**config.mk**
```make
export PLATFORM = sky130hd
export DESIGN_NAME = positional_list_engine
export DESIGN_NICKNAME = d
export VERILOG_FILES = /design/src/rtl/ple_pkg.sv /design/src/rtl/ple_front.sv /design/src/rtl/ple_back.sv /design/src/rtl/positional_list_engine.sv
export SDC_FILE = /design/constraint.sdc
export NUM_CORES = 1
export LEC_CHECK = 0
export ABC_AREA = 1
export BUFFER_PORTS_ARGS = -buffer_cell sky130_fd_sc_hd__buf_2
export CORE_MARGIN = 4
export CORE_UTILIZATION = 50
export CTS_CLUSTER_DIAMETER = 60
export DETAILED_ROUTE_END_ITERATION = 16
export MAX_ROUTING_LAYER = met4
export PLACE_DENSITY = 0.66
export SYNTH_ARGS = -nofsm -noshare
export SYNTH_HDL_FRONTEND = slang
export SYNTH_SLANG_ARGS = --single-unit
```
**constraint.sdc**
```tcl
create_clock -name clk -period 5.8 [get_ports clk]
set_input_delay 0.29 -clock clk [delete_from_list [all_inputs] [get_ports clk]]
set_output_delay 0.29 -clock clk [all_outputs]
set_load 0.03 [all_outputs]
```
**src/rtl/ple_pkg.sv**
```systemverilog
// Package: constants, request codes, queue entry type and sequencer states.
package ple_pkg;
  localparam int Capacity = 32;
  localparam int IdxW = $clog2(Capacity);
  localparam int CntW = $clog2(Capacity + 1);
  localparam int QDepth = 2;

  typedef enum logic [2:0] {
    OP_INSERT = 3'd0,
    OP_ERASE  = 3'd1,
    OP_PRINT  = 3'd2,
    OP_REMOVE = 3'd3,
    OP_SHOW   = 3'd4
  } op_t;

  typedef struct packed {
    op_t         op;
    logic [15:0] pos;
    logic [15:0] end_pos;
    logic [15:0] value;
  } req_t;

  typedef enum logic [2:0] {
    ST_IDLE,
    ST_SHIFT,
    ST_COMPACT,
    ST_READ,
    ST_EMIT,
    ST_DROP
  } state_t;
endpackage

```
**src/rtl/ple_front.sv**
```systemverilog
// Front end: accepts requests, drops unused codes, queues the rest.
module ple_front (
  input  logic          clk,
  input  logic          rst,
  input  logic          s_valid,
  output logic          s_ready,
  input  ple_pkg::req_t s_req,
  output logic          q_valid,
  input  logic          q_ready,
  output ple_pkg::req_t q_req
);
  import ple_pkg::*;

  req_t        buf_q [QDepth];
  logic        wp, rp;
  logic [1:0]  fill;
  logic        push, pop, legal;

  assign legal   = (s_req.op == OP_INSERT) || (s_req.op == OP_ERASE) ||
                   (s_req.op == OP_PRINT) || (s_req.op == OP_REMOVE) ||
                   (s_req.op == OP_SHOW);
  assign s_ready = (fill != 2'(QDepth));
  assign push    = s_valid && s_ready && legal;
  assign q_valid = (fill != 2'd0);
  assign q_req   = buf_q[rp];
  assign pop     = q_valid && q_ready;

  always_ff @(posedge clk) begin
    if (rst) begin
      wp <= 1'b0;
      rp <= 1'b0;
      fill <= 2'd0;
    end else begin
      if (push) wp <= ~wp;
      if (pop) rp <= ~rp;
      fill <= fill + 2'(push) - 2'(pop);
    end
  end

  always_ff @(posedge clk) begin
    if (push) buf_q[wp] <= s_req;
  end
endmodule

```
**src/rtl/ple_back.sv**
```systemverilog
// Back end: list memory and the sequencer that shifts, compacts and reads it.
module ple_back (
  input  logic          clk,
  input  logic          rst,
  input  logic          q_valid,
  output logic          q_ready,
  input  ple_pkg::req_t q_req,
  output logic          m_valid,
  input  logic          m_ready,
  output logic [15:0]   m_value,
  output logic          m_last,
  output logic          m_status
);
  import ple_pkg::*;

  logic [15:0]   mem [Capacity];
  state_t        state, state_next;
  req_t          req;
  logic [CntW-1:0] count, rd, wr, stop;
  logic [15:0]   rdata;
  logic          rvalid;     // rdata holds mem[rd-1]
  logic          out_full;
  logic [CntW-1:0] ins_p, ers_e, prt_p;
  logic          busy_out;
  logic          load;       // output register takes a new item this cycle

  assign ins_p = (q_req.pos > 16'(count)) ? count : CntW'(q_req.pos);
  assign ers_e = (q_req.end_pos > 16'(count)) ? count : CntW'(q_req.end_pos);
  assign prt_p = (q_req.pos > 16'(count - 1'b1)) ? count - 1'b1 : CntW'(q_req.pos);
  assign busy_out = out_full && !m_ready;
  assign load = !busy_out && (state == ST_EMIT || state == ST_DROP);
  assign q_ready = (state == ST_IDLE) && !out_full;
  assign m_valid = out_full;

  always_comb begin
    state_next = state;
    case (state)
      ST_IDLE: if (q_valid && q_ready) begin
        case (q_req.op)
          OP_INSERT: state_next = (count == CntW'(Capacity)) ? ST_DROP : ST_SHIFT;
          OP_ERASE:  state_next = (16'(ers_e) > q_req.pos) ? ST_COMPACT : ST_IDLE;
          OP_REMOVE: state_next = ST_COMPACT;
          OP_PRINT, OP_SHOW: state_next = (count == '0) ? ST_IDLE : ST_READ;
          default: state_next = ST_IDLE;
        endcase
      end
      ST_SHIFT: if (wr == stop) state_next = ST_IDLE;
      ST_COMPACT: if (rd == count && !rvalid) state_next = ST_IDLE;
      ST_READ: state_next = ST_EMIT;
      ST_EMIT: if (!busy_out) state_next = (rd == stop) ? ST_IDLE : ST_READ;
      ST_DROP: if (!busy_out) state_next = ST_IDLE;
      default: state_next = ST_IDLE;
    endcase
  end

  always_ff @(posedge clk) begin
    if (rst) begin
      state <= ST_IDLE;
      count <= '0;
      out_full <= 1'b0;
      rvalid <= 1'b0;
      rd <= '0;
      wr <= '0;
      stop <= '0;
    end else begin
      state <= state_next;
      if (out_full && m_ready && !load) out_full <= 1'b0;
      case (state)
        ST_IDLE: if (q_valid && q_ready) begin
          req <= q_req;
          rvalid <= 1'b0;
          case (q_req.op)
            OP_INSERT: begin
              wr <= count;
              stop <= ins_p;  // insert slot
            end
            OP_ERASE: begin
              wr <= CntW'(q_req.pos);
              rd <= ers_e;
              stop <= ers_e;
            end
            OP_REMOVE: begin
              wr <= '0;
              rd <= '0;
            end
            OP_PRINT: begin
              rd <= prt_p;
              stop <= prt_p + 1'b1;
            end
            default: begin
              rd <= '0;
              stop <= count;
            end
          endcase
        end
        ST_SHIFT: begin
          if (wr == stop) begin
            mem[wr[IdxW-1:0]] <= req.value;
            count <= count + 1'b1;
          end else begin
            mem[wr[IdxW-1:0]] <= mem[IdxW'(wr - 1'b1)];
            wr <= wr - 1'b1;
          end
        end
        ST_COMPACT: begin
          // read stage then write stage; rdata is mem[rd-1]
          if (rvalid && (req.op == OP_ERASE || rdata != req.value)) begin
            mem[wr[IdxW-1:0]] <= rdata;
            wr <= wr + 1'b1;
          end
          if (rd != count) begin
            rdata <= mem[rd[IdxW-1:0]];
            rd <= rd + 1'b1;
            rvalid <= 1'b1;
          end else begin
            rvalid <= 1'b0;
          end
          if (rd == count && !rvalid) count <= wr;
        end
        ST_READ: begin
          rdata <= mem[rd[IdxW-1:0]];
          rd <= rd + 1'b1;
        end
        ST_EMIT: if (!busy_out) begin
          out_full <= 1'b1;
          m_value <= rdata;
          m_status <= 1'b0;
          m_last <= (req.op == OP_PRINT) || (rd == stop);
        end
        ST_DROP: if (!busy_out) begin
          out_full <= 1'b1;
          m_value <= '0;
          m_status <= 1'b1;
          m_last <= 1'b1;
        end
        default: ;
      endcase
    end
  end
endmodule

```
**src/rtl/positional_list_engine.sv**
```systemverilog
// Top level: positional list engine, request queue in front of a list sequencer.
//
// Usage:
//   s_axis carries one request item: req_type, pos, end_pos, value.
//   m_axis returns results: item_value in tdata, last in tlast and
//   status in tuser.
// Operation:
//   Insert shifts one entry per cycle from the list end down to pos, then
//   writes the value; erase and remove compact the list, one entry read and
//   at most one written per cycle; print reads and emits one entry; show
//   reads and emits every entry in turn. A full-list insert gives one
//   status item. A two-entry request queue decouples intake from the
//   sequencer, so requests are taken while the sequencer still works.
// Reset: rst (synchronous, active high) empties the list and the queue.
//   List memory needs no clear: only written entries are ever read.
// Stall: when m_axis_tready is low the result is held in the output
//   register and the sequencer waits; the queue then fills and
//   s_axis_tready drops.
module positional_list_engine (
  input  logic        clk,
  input  logic        rst,
  input  logic        s_axis_tvalid,
  output logic        s_axis_tready,
  input  logic [55:0] s_axis_tdata,  // req_type[2:0], pos[18:3], end_pos[34:19], value[50:35]
  output logic        m_axis_tvalid,
  input  logic        m_axis_tready,
  output logic [15:0] m_axis_tdata,  // item_value[15:0]
  output logic        m_axis_tlast,  // last
  output logic        m_axis_tuser   // status
);
  import ple_pkg::*;

  req_t s_req, q_req;
  logic q_valid, q_ready;

  assign s_req.op      = op_t'(s_axis_tdata[2:0]);
  assign s_req.pos     = s_axis_tdata[18:3];
  assign s_req.end_pos = s_axis_tdata[34:19];
  assign s_req.value   = s_axis_tdata[50:35];

  ple_front u_front (
    .clk, .rst,
    .s_valid(s_axis_tvalid), .s_ready(s_axis_tready), .s_req,
    .q_valid, .q_ready, .q_req
  );

  ple_back u_back (
    .clk, .rst,
    .q_valid, .q_ready, .q_req,
    .m_valid(m_axis_tvalid), .m_ready(m_axis_tready),
    .m_value(m_axis_tdata), .m_last(m_axis_tlast), .m_status(m_axis_tuser)
  );
endmodule
```
**Word-level counts from Yosys, hierarchy flattened**

Memories as Yosys holds them, arrays and structs flattened. A register that Yosys moved wholly into a read port is not among the register bits.
Cells that the tools add are included.

- Bits in registers: 86
- Memory bits (writable): 614
- Output and inout bits: 20
- Word-level logic and storage cells: 176
- Memories kept: 2

- Add/subtract/negate cells: 9
- Order comparisons: 4
- Equality and inequality tests: 32
- Mux-type cells: 63
- Bitwise gates (word level): 6
- Reductions and logical operators: 44

Memories:

| memory | depth | width | read ports | clocked after Yosys merged registers in | wr ports | RTL line | RTL |
|---|---|---|---|---|---|---|---|
| u_back.mem | 32 | 16 | 2 | 1 | 1 | ple_back.sv:16 | `logic [15:0] mem [Capacity];` |
| u_front.buf_q | 2 | 51 | 1 | 1 | 1 | ple_front.sv:14 | `req_t buf_q [QDepth];` |

Operators by type and width:

| operator | number |
|---|---|
| $mux W16 | 5 |
| $pmux W6 S3 | 4 |
| $pmux W16 S2 | 2 |
| $mux W6 | 10 |
| $gt A16 B6 Y1 | 2 |
| $add A6 B1 Y6 const B | 4 |
| $mux W1 | 24 |
| $pmux W6 S4 | 1 |
| $eq A3 B2 Y1 const B | 7 |
| $eq A6 B6 Y1 | 3 |
| $mux W3 | 6 |
| $pmux W3 S6 | 1 |
| $gt A16 B16 Y1 | 1 |
| $gt A6 B16 Y1 | 1 |
| $ne A16 B16 Y1 | 1 |
| $eq A3 B1 Y1 const B | 4 |
| $eq A3 B3 Y1 const B | 4 |
| $ne A2 B2 Y1 const B | 6 |
| $pmux W3 S4 | 1 |
| $pmux W6 S2 | 1 |
| $reduce_and A3 Y1 | 4 |
| $sub A6 B1 Y6 const B | 2 |
| $logic_and A1 B1 Y1 | 10 |
| $mux W5 | 2 |
| other kinds (21) | 52 |

**Logic depth before layout (Yosys ltp)**

Gate-level depths: netlist of the first run.

- Depth in word-level cells: 9
- Mapped depth: 26

**Cells and area by module**

From an unflattened synthesis of the first run, not the netlist that was laid out.

- Cell total of the unflattened synthesis: 3350
- Area, all modules: 34944.8 µm²

By module, submodules not included:

| module | instances | cells each | area each (µm²) | seq. area each (µm²) |
|---|---|---|---|---|
| ple_back | 1 | 3155 | 30760.8 | 17646.9 |
| ple_front | 1 | 195 | 4184.0 | 3163.0 |

**Least setup slack after synthesis of the first run**

OpenSTA, ideal clock, no wires.

- Kind: flip-flop to flip-flop
- From: register u_back.wr[0]
- To: memory u_back.mem[0][3] (data pin)
- Setup time: 0.398 ns
- Data arrival time: 3.587 ns
- Data required time: 5.402 ns
- Slack: 1.815 ns
- Cell stages (with the launch flop): 16
- Buffers on the path: 7
- Clock period less this slack: 3.985 ns
- Cell sequence: dfxtp_1 buf_2 inv_2 clkbuf_1 clkbuf_1 ha_1 clkbuf_1 buf_2 buf_2 clkbuf_1 o21ai_0 o21ai_0 nor2_1 o22ai_1 o211ai_1 a31oi_1

- Word-level cells in the longest chain between the ends: 7
- Elaborated cells between the ends (all ways): 9
- Classes of those cells: add/sub (1); eq/ne (1); mux (6); memory (1)

RTL lines:

| what | RTL line | RTL |
|---|---|---|
| start: declaration | ple_back.sv:19 | `logic [CntW-1:0] count, rd, wr, stop;` |
| start signal: assignment | ple_back.sv:74 | `wr <= count;` |
| start signal: assignment | ple_back.sv:78 | `wr <= CntW'(q_req.pos);` |
| start signal: assignment | ple_back.sv:102 | `wr <= wr - 1'b1;` |
| parallel branches: the longest is 5 deep, another holds $mem_v2 Z32 W16 | -- |  |
| $mux W16 (no line) (*) (2 in series) | -- |  |
| end: declaration | ple_back.sv:16 |  |

Every way passes the cells marked *.

**Worst setup path in the final report of the first run**

- From: register u_back.wr[1]
- To: memory u_back.mem[19][11] (data pin)

Same word-level chain as after synthesis.

==> metrics.txt, run 1 <==
outcome completed; post-synth top area cell edfxtp_1; path depth of the worst reg2reg path 12; synth top area cells edfxtp_1 58%, o21ai_0 9.7%, a21oi_1 4.6%; Crit Path Class flop to flop; Core ar. 68500 sq um; Seq/Total Area, Yosys 60.4%; clock skew 0.0363 ns; Remaining Overflow, GRT 0; HPWL Detailed 64.1 mm; CTS Sinks 706; Crit. End Element flop; PostCTS Resize Cnt 0; endpoints failing hold 0; Worst EP arrival 4.57 ns; Final Total Pwr 21.4 mW; placed cell area 35800 sq um; Clock H-tree levels 3; Pwr Density 551 nW/um^2; synthesized flop and latch total 706; area delta synth->final 12.7%; Hold Path Class input pin to flop; Die Wd 271 microns; worst-path cell chain inv_1, ha_4, buf_12, a21oi_1, o21ai_0, o211ai_1, nand3_1, nand2_1, a31oi_1, o21ai_0, nand2_1, nand2_1; Critical Path Slowest Stage Cell ha_4; fin crit share 76.6%; drt wl/cell 24.1 microns; die height 271 microns; clock-pin slew on the worst setup and hold paths 0.06 ns; max-slew violations 0; Post-DRT Antenna Nets 0; Rows 96; min cycle time layout 4.44 ns; first-pass GRT wire length 161 mm; Fillers 5597; WP buf/inv 2; Post-CTS Hold Fix Bufs 52; Mapped Area 34500 sq um; via count 28.4k; top cell family by delay on the critical path adder cells; Clock Path Buffers 3; clock root buffer clkbuf_16; GP Congestion 0.919; Least-Margin Pin Slew 1.24 ns; endpoints failing setup 0; syn_area_per_cell 9.92 sq um; worst slack at placement 1.52 ns; fin cells 4463; Clock Latency Late Sink 0.65 ns; vias in the first global route 26.8k; drt drc 0; R2R Setup Slk 1.36 ns; initial antenna violation count 4; final worst slack 1.36 ns; Initial Utilization 50.4%; Pleak 13.7 nW; worst hold path cell count 2; WL final 107 mm; nets 3626; Post-Synthesis Cells 3475; IO Pins 80; Final Cell Area 38900 sq um; Syn Nets 3580; relative slew slack 16.5%; top cell type's share of synthesized area 58.1%; clock buffer count from CTS 78; max_cap viols 0; Post-CTS Setup Repair Bufs 0; vias per cell 6.37; yosys synthesis warning count 0; largest fanout on the critical path 83; fmax 225 MHz; unrepaired setup endpoints after global routing false; total track usage 29.3%; Setup TNS 0 ns; DR pass1 iterations 8; Req. time, crit path 5.93 ns; Max IR drop VDD 0.000509 V; Levels on crit path 12; 1st-iter DRT viols 4388; Port Buffers 74; largest net degree at the start of global routing 198; Setup crit start kind flop; CTS tree built; slowest stage delay, CP 1.03 ns; post-synth cell types 49; die area 73200 sq um; Inst Count DP 4271; cell mode on critical path nand2_1; layout cells sized above 1 9.62%
[state kept, by name, indices dropped and copies added, names as in the netlist, named ones only]
| signal | count |
|---|---|
| u_back.count | 6 |
| u_back.m_last | 1 |
| u_back.m_status | 1 |
| u_back.m_valid | 1 |
| u_back.m_value | 16 |
| u_back.mem | 512 |
| u_back.rd | 6 |
| u_back.rdata | 16 |
| u_back.req | 19 |
| u_back.rvalid | 1 |
| u_back.state | 3 |
| u_back.stop | 6 |
| u_back.wr | 6 |
| u_front.buf_q | 102 |
| u_front.fill | 2 |
| u_front.rp | 1 |
| u_front.wp | 1 |
[kinds of logic (layout without fill, tap and decap cells)]
group,count (synthesis),count (layout),share of synthesized area [%]
flip-flops,706,706,60.4
multiplexers,13,13,0.377
AO/OA/AOI/OAI,1289,1289,20.7
AND/OR/NAND/NOR,889,889,10.6
other,0,4,0
buffers and inverters,508,610,5.72
XOR/XNOR,25,25,0.635
adder cells (fa/ha/maj),45,45,1.63
[per-stage QoR]
step,hold WS [ns],utilization (%)
after floorplan,0.359,-
after global placement,0.439,52.3
after detailed placement,0.473,52.3
after CTS,0.0293,56.7
after global routing,0.0686,56.8
final,0.0486,56.8
[where the power goes]
| group | internal [mW] | switching (mW) |
|---|---|---|
| Sequential | 6.33 | 0.296 |
| Combinational | 2.73 | 7.19 |
| Clock | 2.77 | 2.09 |
[Yosys cell counts (all sizes together)]
cell type	number
inv	261
o22ai	40
nand3	103
o221ai	9
clkbuf	192
o32ai	5
o21bai	2
a2bb2oi	4
and2	1
a31oi	43
a21o	1
a32oi	15
or2	13
nor2	406
o21a	4
nor4	8
a211oi	2
mux2i	13
nand4	11
clkinv	3
edfxtp	667
nor3	23
xor2	21
a211o	1
xnor2	4
buf	52
dfxtp	39
nand2	321
or3	1
o21ai	678
o211ai	162
nand3b	2
ha	45
a221oi	4
a21oi	319
[final timing paths]
kind                             endpoint                        from
max reg2reg  u_back.mem[19][11]$_DFFE_PP_   u_back.wr[1]$_SDFFE_PP0P_
min            u_front.fill[0]$_SDFF_PP0_                         rst
min reg2reg    u_front.fill[1]$_SDFF_PP0_  u_front.fill[1]$_SDFF_PP0_
max          u_back.mem[19][11]$_DFFE_PP_   u_back.wr[1]$_SDFFE_PP0P_
[layout make-up]
class                           count  area [sq um]  share of cell area [%]
Sequential cell                   706         20800                    53.6
Multi-Input combinational cell   2261         11800                    30.5
Clock buffer                       95          2090                    5.38
Timing Repair Buffer              210          1580                    4.08
Tap cell                          882          1100                    2.84
Inverter                          264          1010                    2.59
Clock inverter                     41           400                    1.03
Antenna cell                        4          10.0                  0.0258
[placed cells by master, fill, tap and decap left out, types with 52 or more instances in the layout]
master	Yosys	final
a21oi_1	318	311
buf_2	40	74
buf_4	0	79
clkbuf_16	0	81
dlygate4sd3_1	0	52
edfxtp_1	667	667
inv_1	249	245
nand2_1	318	317
nand3_1	103	103
nor2_1	401	379
o211ai_1	162	162
o21ai_0	665	665
[metal layers]
layer / track usage [%] / vias to the layer above / part of all wire [%] / routed length [microns]
met5: - / - / 0 / 0
met4: 10.8 / 0 / 3.8 / 4130
met3: 6.09 / 324 / 11 / 11800
met2: 45.1 / 1845 / 46 / 49100
met1: 38.8 / 13600 / 40 / 42500
li1: - / 12600 / - / -
(Power assumes the default switching activity.)
==> inputs of run 2 (changes only) <==
ABC_AREA = 0   (was 1)
PLACE_DENSITY = 0.69   (was 0.66)
clock period = 3.57 ns   (was 5.8 ns; I/O delays follow)
==> run 2 against run 1 <==
  * The flow now finishes with violations (negative setup slack)
  * Design area grew 1.2%
  * Wire length down 16%
  * Non-clock buffer count up 72
  * Clock skew shrank 0.020 ns
  * Combinational power rose by 19%
  * Largest cell class unchanged
==> metrics.txt, run 2 <==
GR peak layer met2 (unchanged); first-pass GRT wire length 134 mm (was 161 mm); Core ar. 66100 sq um (was 68500 sq um); vias per cell 6.63 (was 6.37); drt drc 0 (unchanged); vias in the first global route 20.1k (was 26.8k); hold wc startpoint s_axis_tvalid (was rst); worst slack at placement -0.0118 ns (was 1.52 ns); Final Cell Area 39300 sq um (was 38900 sq um); Syn Nets 1958 (was 3580); n_diodes 0 (was 4); outcome complete, but fails checks (was completed); Remaining Overflow, GRT 0 (unchanged); crit path from u_back.count[0]$_SDFFE_PP0P_ (was u_back.wr[1]$_SDFFE_PP0P_); mux cell area share after synthesis 24.3% (was 0.377%); clock power share 25.4% (was 22.7%); R2R Setup Slk -0.02 ns (was 1.36 ns); Seq/Total Area, Yosys 62.2% (was 60.4%); max-slew violations 0 (unchanged); Crit Path Class flop to flop (unchanged); Multi-input gate area 12500 sq um (was 11800 sq um); EDFF count, synth 667 (unchanged); clock skew 0.0167 ns (was 0.0363 ns); r2r startpoint u_back.count[0]$_SDFFE_PP0P_ (was u_back.wr[1]$_SDFFE_PP0P_); Setup TNS -0.0242 ns (was 0 ns); synth top area cells edfxtp_1 60%, mux4_2 22%, dfxtp_1 2.3% (was edfxtp_1 58%, o21ai_0 9.7%, a21oi_1 4.6%); Max IR drop VDD 0.000545 V (was 0.000509 V); post-synth cell types 83 (was 49); slowest stage delay, CP 0.41 ns (was 1.03 ns); register area 20800 sq um (about the same); endpoints failing hold 0 (unchanged); Clock Latency Late Sink 0.61 ns (was 0.65 ns); CTS tree built (unchanged); cell mode on critical path mux2i_1 (was nand2_1); Port Buffers 74 (unchanged); total track usage 26.5% (was 29.3%); sequential share of power 35.0% (was 31.0%); Clock H-tree levels 3 (unchanged); DR pass1 iterations 5 (was 8); layout cells sized above 1 38.1% (was 9.62%); commonest non-fill, non-tap cell in the layout edfxtp_1 (unchanged); largest fanout on the critical path 11 (was 83); post-synthesis compound-gate area fraction 4.05% (was 20.7%); Fillers 4791 (was 5597); relative slew slack 22.0% (was 16.5%); clock buffer count from CTS 78 (unchanged); Hold Path Class input pin to flop (unchanged); area delta synth->final 17.5% (was 12.7%); IO Pins 80 (unchanged); final worst slack -0.0242 ns (was 1.36 ns); die height 267 microns (was 271 microns); path depth of the worst reg2reg path 16 (was 12); nets 2202 (was 3626); synthesized flop and latch total 706 (unchanged); commonest cells in the netlist 667 x edfxtp_1, 320 x mux4_2, 83 x nor2_1 (was 667 x edfxtp_1, 665 x o21ai_0, 401 x nor2_1); via count 20.0k (was 28.4k); min cycle time layout 3.59 ns (was 4.44 ns); largest net degree at the start of global routing 73 (was 198); endpoints failing setup 1 (was 0); M3 GR Usage 5.90% (was 6.09%); met2 GRT Util 41.5% (was 45.1%); worst-path cell chain inv_4, ha_4, nor4b_4, nand2_4, buf_12, ha_1, nand4_1, a2111o_1, a31oi_4, mux2i_1, ha_2, nor4b_2, nor2_1, mux2i_1, or4_1, o2bb2ai_2 (was inv_1, ha_4, buf_12, a21oi_1, o21ai_0, o211ai_1, nand3_1, nand2_1, a31oi_1, o21ai_0, nand2_1, nand2_1); Post-Synthesis Cells 1853 (was 3475); initial antenna violation count 1 (was 4); fin crit share 101% (was 76.6%); largest family of logic cells by synthesized area multiplexers (was compound AO/OA/AOI/OAI gates); most frequent cells in the layout 667 x edfxtp_1, 320 x mux4_2, 125 x buf_4 (was 667 x edfxtp_1, 665 x o21ai_0, 379 x nor2_1); placed cell area 36200 sq um (was 35800 sq um); switching part of the total power 33.4% (was 44.7%); Least-Margin Pin Slew 1.17 ns (was 1.24 ns); HPWL Detailed 57.4 mm (was 64.1 mm); top cell type's share of synthesized area 59.8% (was 58.1%); drt wl/cell 29.9 microns (was 24.1 microns); yosys synthesis warning count 0 (unchanged); Gate power share 39.6% (was 46.3%); Critical Path Slowest Stage Cell or4_1 (was ha_4); Synth Flop Type edfxtp_1 (unchanged); sw power 9.93 mW (was 9.57 mW); met1 GRT Util 34.5% (was 38.8%); Pwr Density 756 nW/um^2 (was 551 nW/um^2); count leader, synth edfxtp_1 (unchanged); clock-pin slew on the worst setup and hold paths 0.05 ns (was 0.06 ns); clock root buffer clkbuf_16 (unchanged); number of flip-flops in the largest register 512 (unchanged); unrepaired setup endpoints after global routing true (was false); Hold EP u_front.wp$_SDFFE_PP0P_ (was u_front.fill[0]$_SDFF_PP0_); max_cap viols 0 (unchanged); die area 71100 sq um (was 73200 sq um); Clock Path Buffers 3 (unchanged); Inst Count DP 2824 (was 4271); CTS Sinks 706 (unchanged); reg2reg end u_back.stop[4]$_SDFFE_PP0P_ (was u_back.mem[19][11]$_DFFE_PP_); Die Wd 267 microns (was 271 microns); fmax 278 MHz (was 225 MHz); GP Congestion 0.923 (was 0.919); XOR/XNOR share of the synthesized area 1.35% (was 0.635%); Post-DRT Antenna Nets 0 (unchanged); Worst EP arrival 4.14 ns (was 4.57 ns); Post-Synth Simple-Gate Area 4.35% (was 10.6%); Req. time, crit path 4.11 ns (was 5.93 ns); Rows 94 (was 96); syn_area_per_cell 18.1 sq um (was 9.92 sq um); WL final 90.4 mm (was 107 mm); internal cell power 19.8 mW (was 11.8 mW); adder-cell share of the synthesized area 1.68% (was 1.63%); worst hold path cell count 4 (was 2); Mapped Area 33500 sq um (was 34500 sq um); fin cells 3019 (was 4463); 1st-iter DRT viols 2172 (was 4388); Crit. End Element flop (unchanged); post-synth top area cell edfxtp_1 (unchanged); Setup crit start kind flop (unchanged); Initial Utilization 50.6% (was 50.4%); violated checks negative setup slack; Pleak 12.4 nW (was 13.7 nW); ys async rst share 0% (unchanged)
[run 2: cell count changes in the layout (fill, tap and decap cells not counted), moves of 46 or more]
cell and delta:
a21oi_1 -269, buf_4 +46, inv_1 -222, mux2_2 +46, mux4_2 +320, nand2_1 -236
nand3_1 -81, nor2_1 -331, o211ai_1 -156, o21ai_0 -639
[run 2: cell families (layout without fill, tap and decap cells)]
| logic type | after synthesis | in the layout |
|---|---|---|
| buffers and inverters | 147 | 449 |
| AOI/OAI and AO/OA | 201 | 201 |
| xor gates and xnor gates | 50 | 50 |
| DFF | 706 | 706 |
| adders and majority gates | 45 | 45 |
| and+or+nand+nor | 298 | 298 |
| muxes | 406 | 406 |
[run 2: metrics by stage]
stage	utilization (%)	hold slack (ns)	total power [mW]
finish	59.5	0.157	29.8
global route	59.5	0.227	31.0
CTS	59.2	0.126	29.7
detailed placement	54.8	0.370	22.1
global placement	54.8	0.366	22.0
floorplan	-	0.277	18.2
[run 2: final cells by class]
cell class,count,share of cell area [%]
sequential,706,52.9
tap,864,2.75
timing repair buffer,282,6.20
multi-input combinational,1000,31.8
clock inverter,44,0.884
clock buffer,94,5.17
inverter,29,0.283
[run 2: timing repair]
item                                   CTS  global route
endpoints found under the hold margin  105             0
setup endpoints to repair                1           435
hold buffers                            53             0
buffers inserted                         0             4
pin swaps                                1             4
gates resized for setup                  1            35
[run 2: how the worst max path moves through the flow]
stage / slack [ns] / end
2_1_floorplan: -0.02 / u_back.stop[4]$_SDFFE_PP0P_
3_3_place_gp: 0.06 / u_back.stop[4]$_SDFFE_PP0P_
3_5_place_dp: -0.01 / u_back.stop[4]$_SDFFE_PP0P_
4_1_cts: 0.01 / u_back.rd[4]$_SDFFE_PP0P_
5_1_grt: -0.20 / u_back.stop[4]$_SDFFE_PP0P_
6_report: -0.02 / u_back.stop[4]$_SDFFE_PP0P_
[run 2: layer usage]
| metal | up-vias | part of all wire (%) |
|---|---|---|
| li1 | 8213 | - |
| met4 | 0 | 4.1 |
| met2 | 1134 | 49 |
| met3 | 178 | 9.4 |
| met1 | 10500 | 38 |
| met5 | - | 0 |
[run 2: worst max-delay path, delay by kind of cell (launching register included)]
family | cells | cell delay (ns)
simple gates | 6 | 1.28
compound gates | 3 | 0.76
fa+ha+maj | 3 | 0.69
flops | 1 | 0.33
buf+inv | 2 | 0.24
mux | 2 | 0.23
[run 2: power by group through the flow]
stage	Combinational (mW)	Clock [mW]	Sequential (mW)
after floorplan	7.78	0	10.4
after global placement	11.4	0	10.6
after detailed placement	11.5	0	10.6
after CTS	11.6	7.67	10.4
after global routing	12.5	8.04	10.5
final	11.8	7.55	10.4
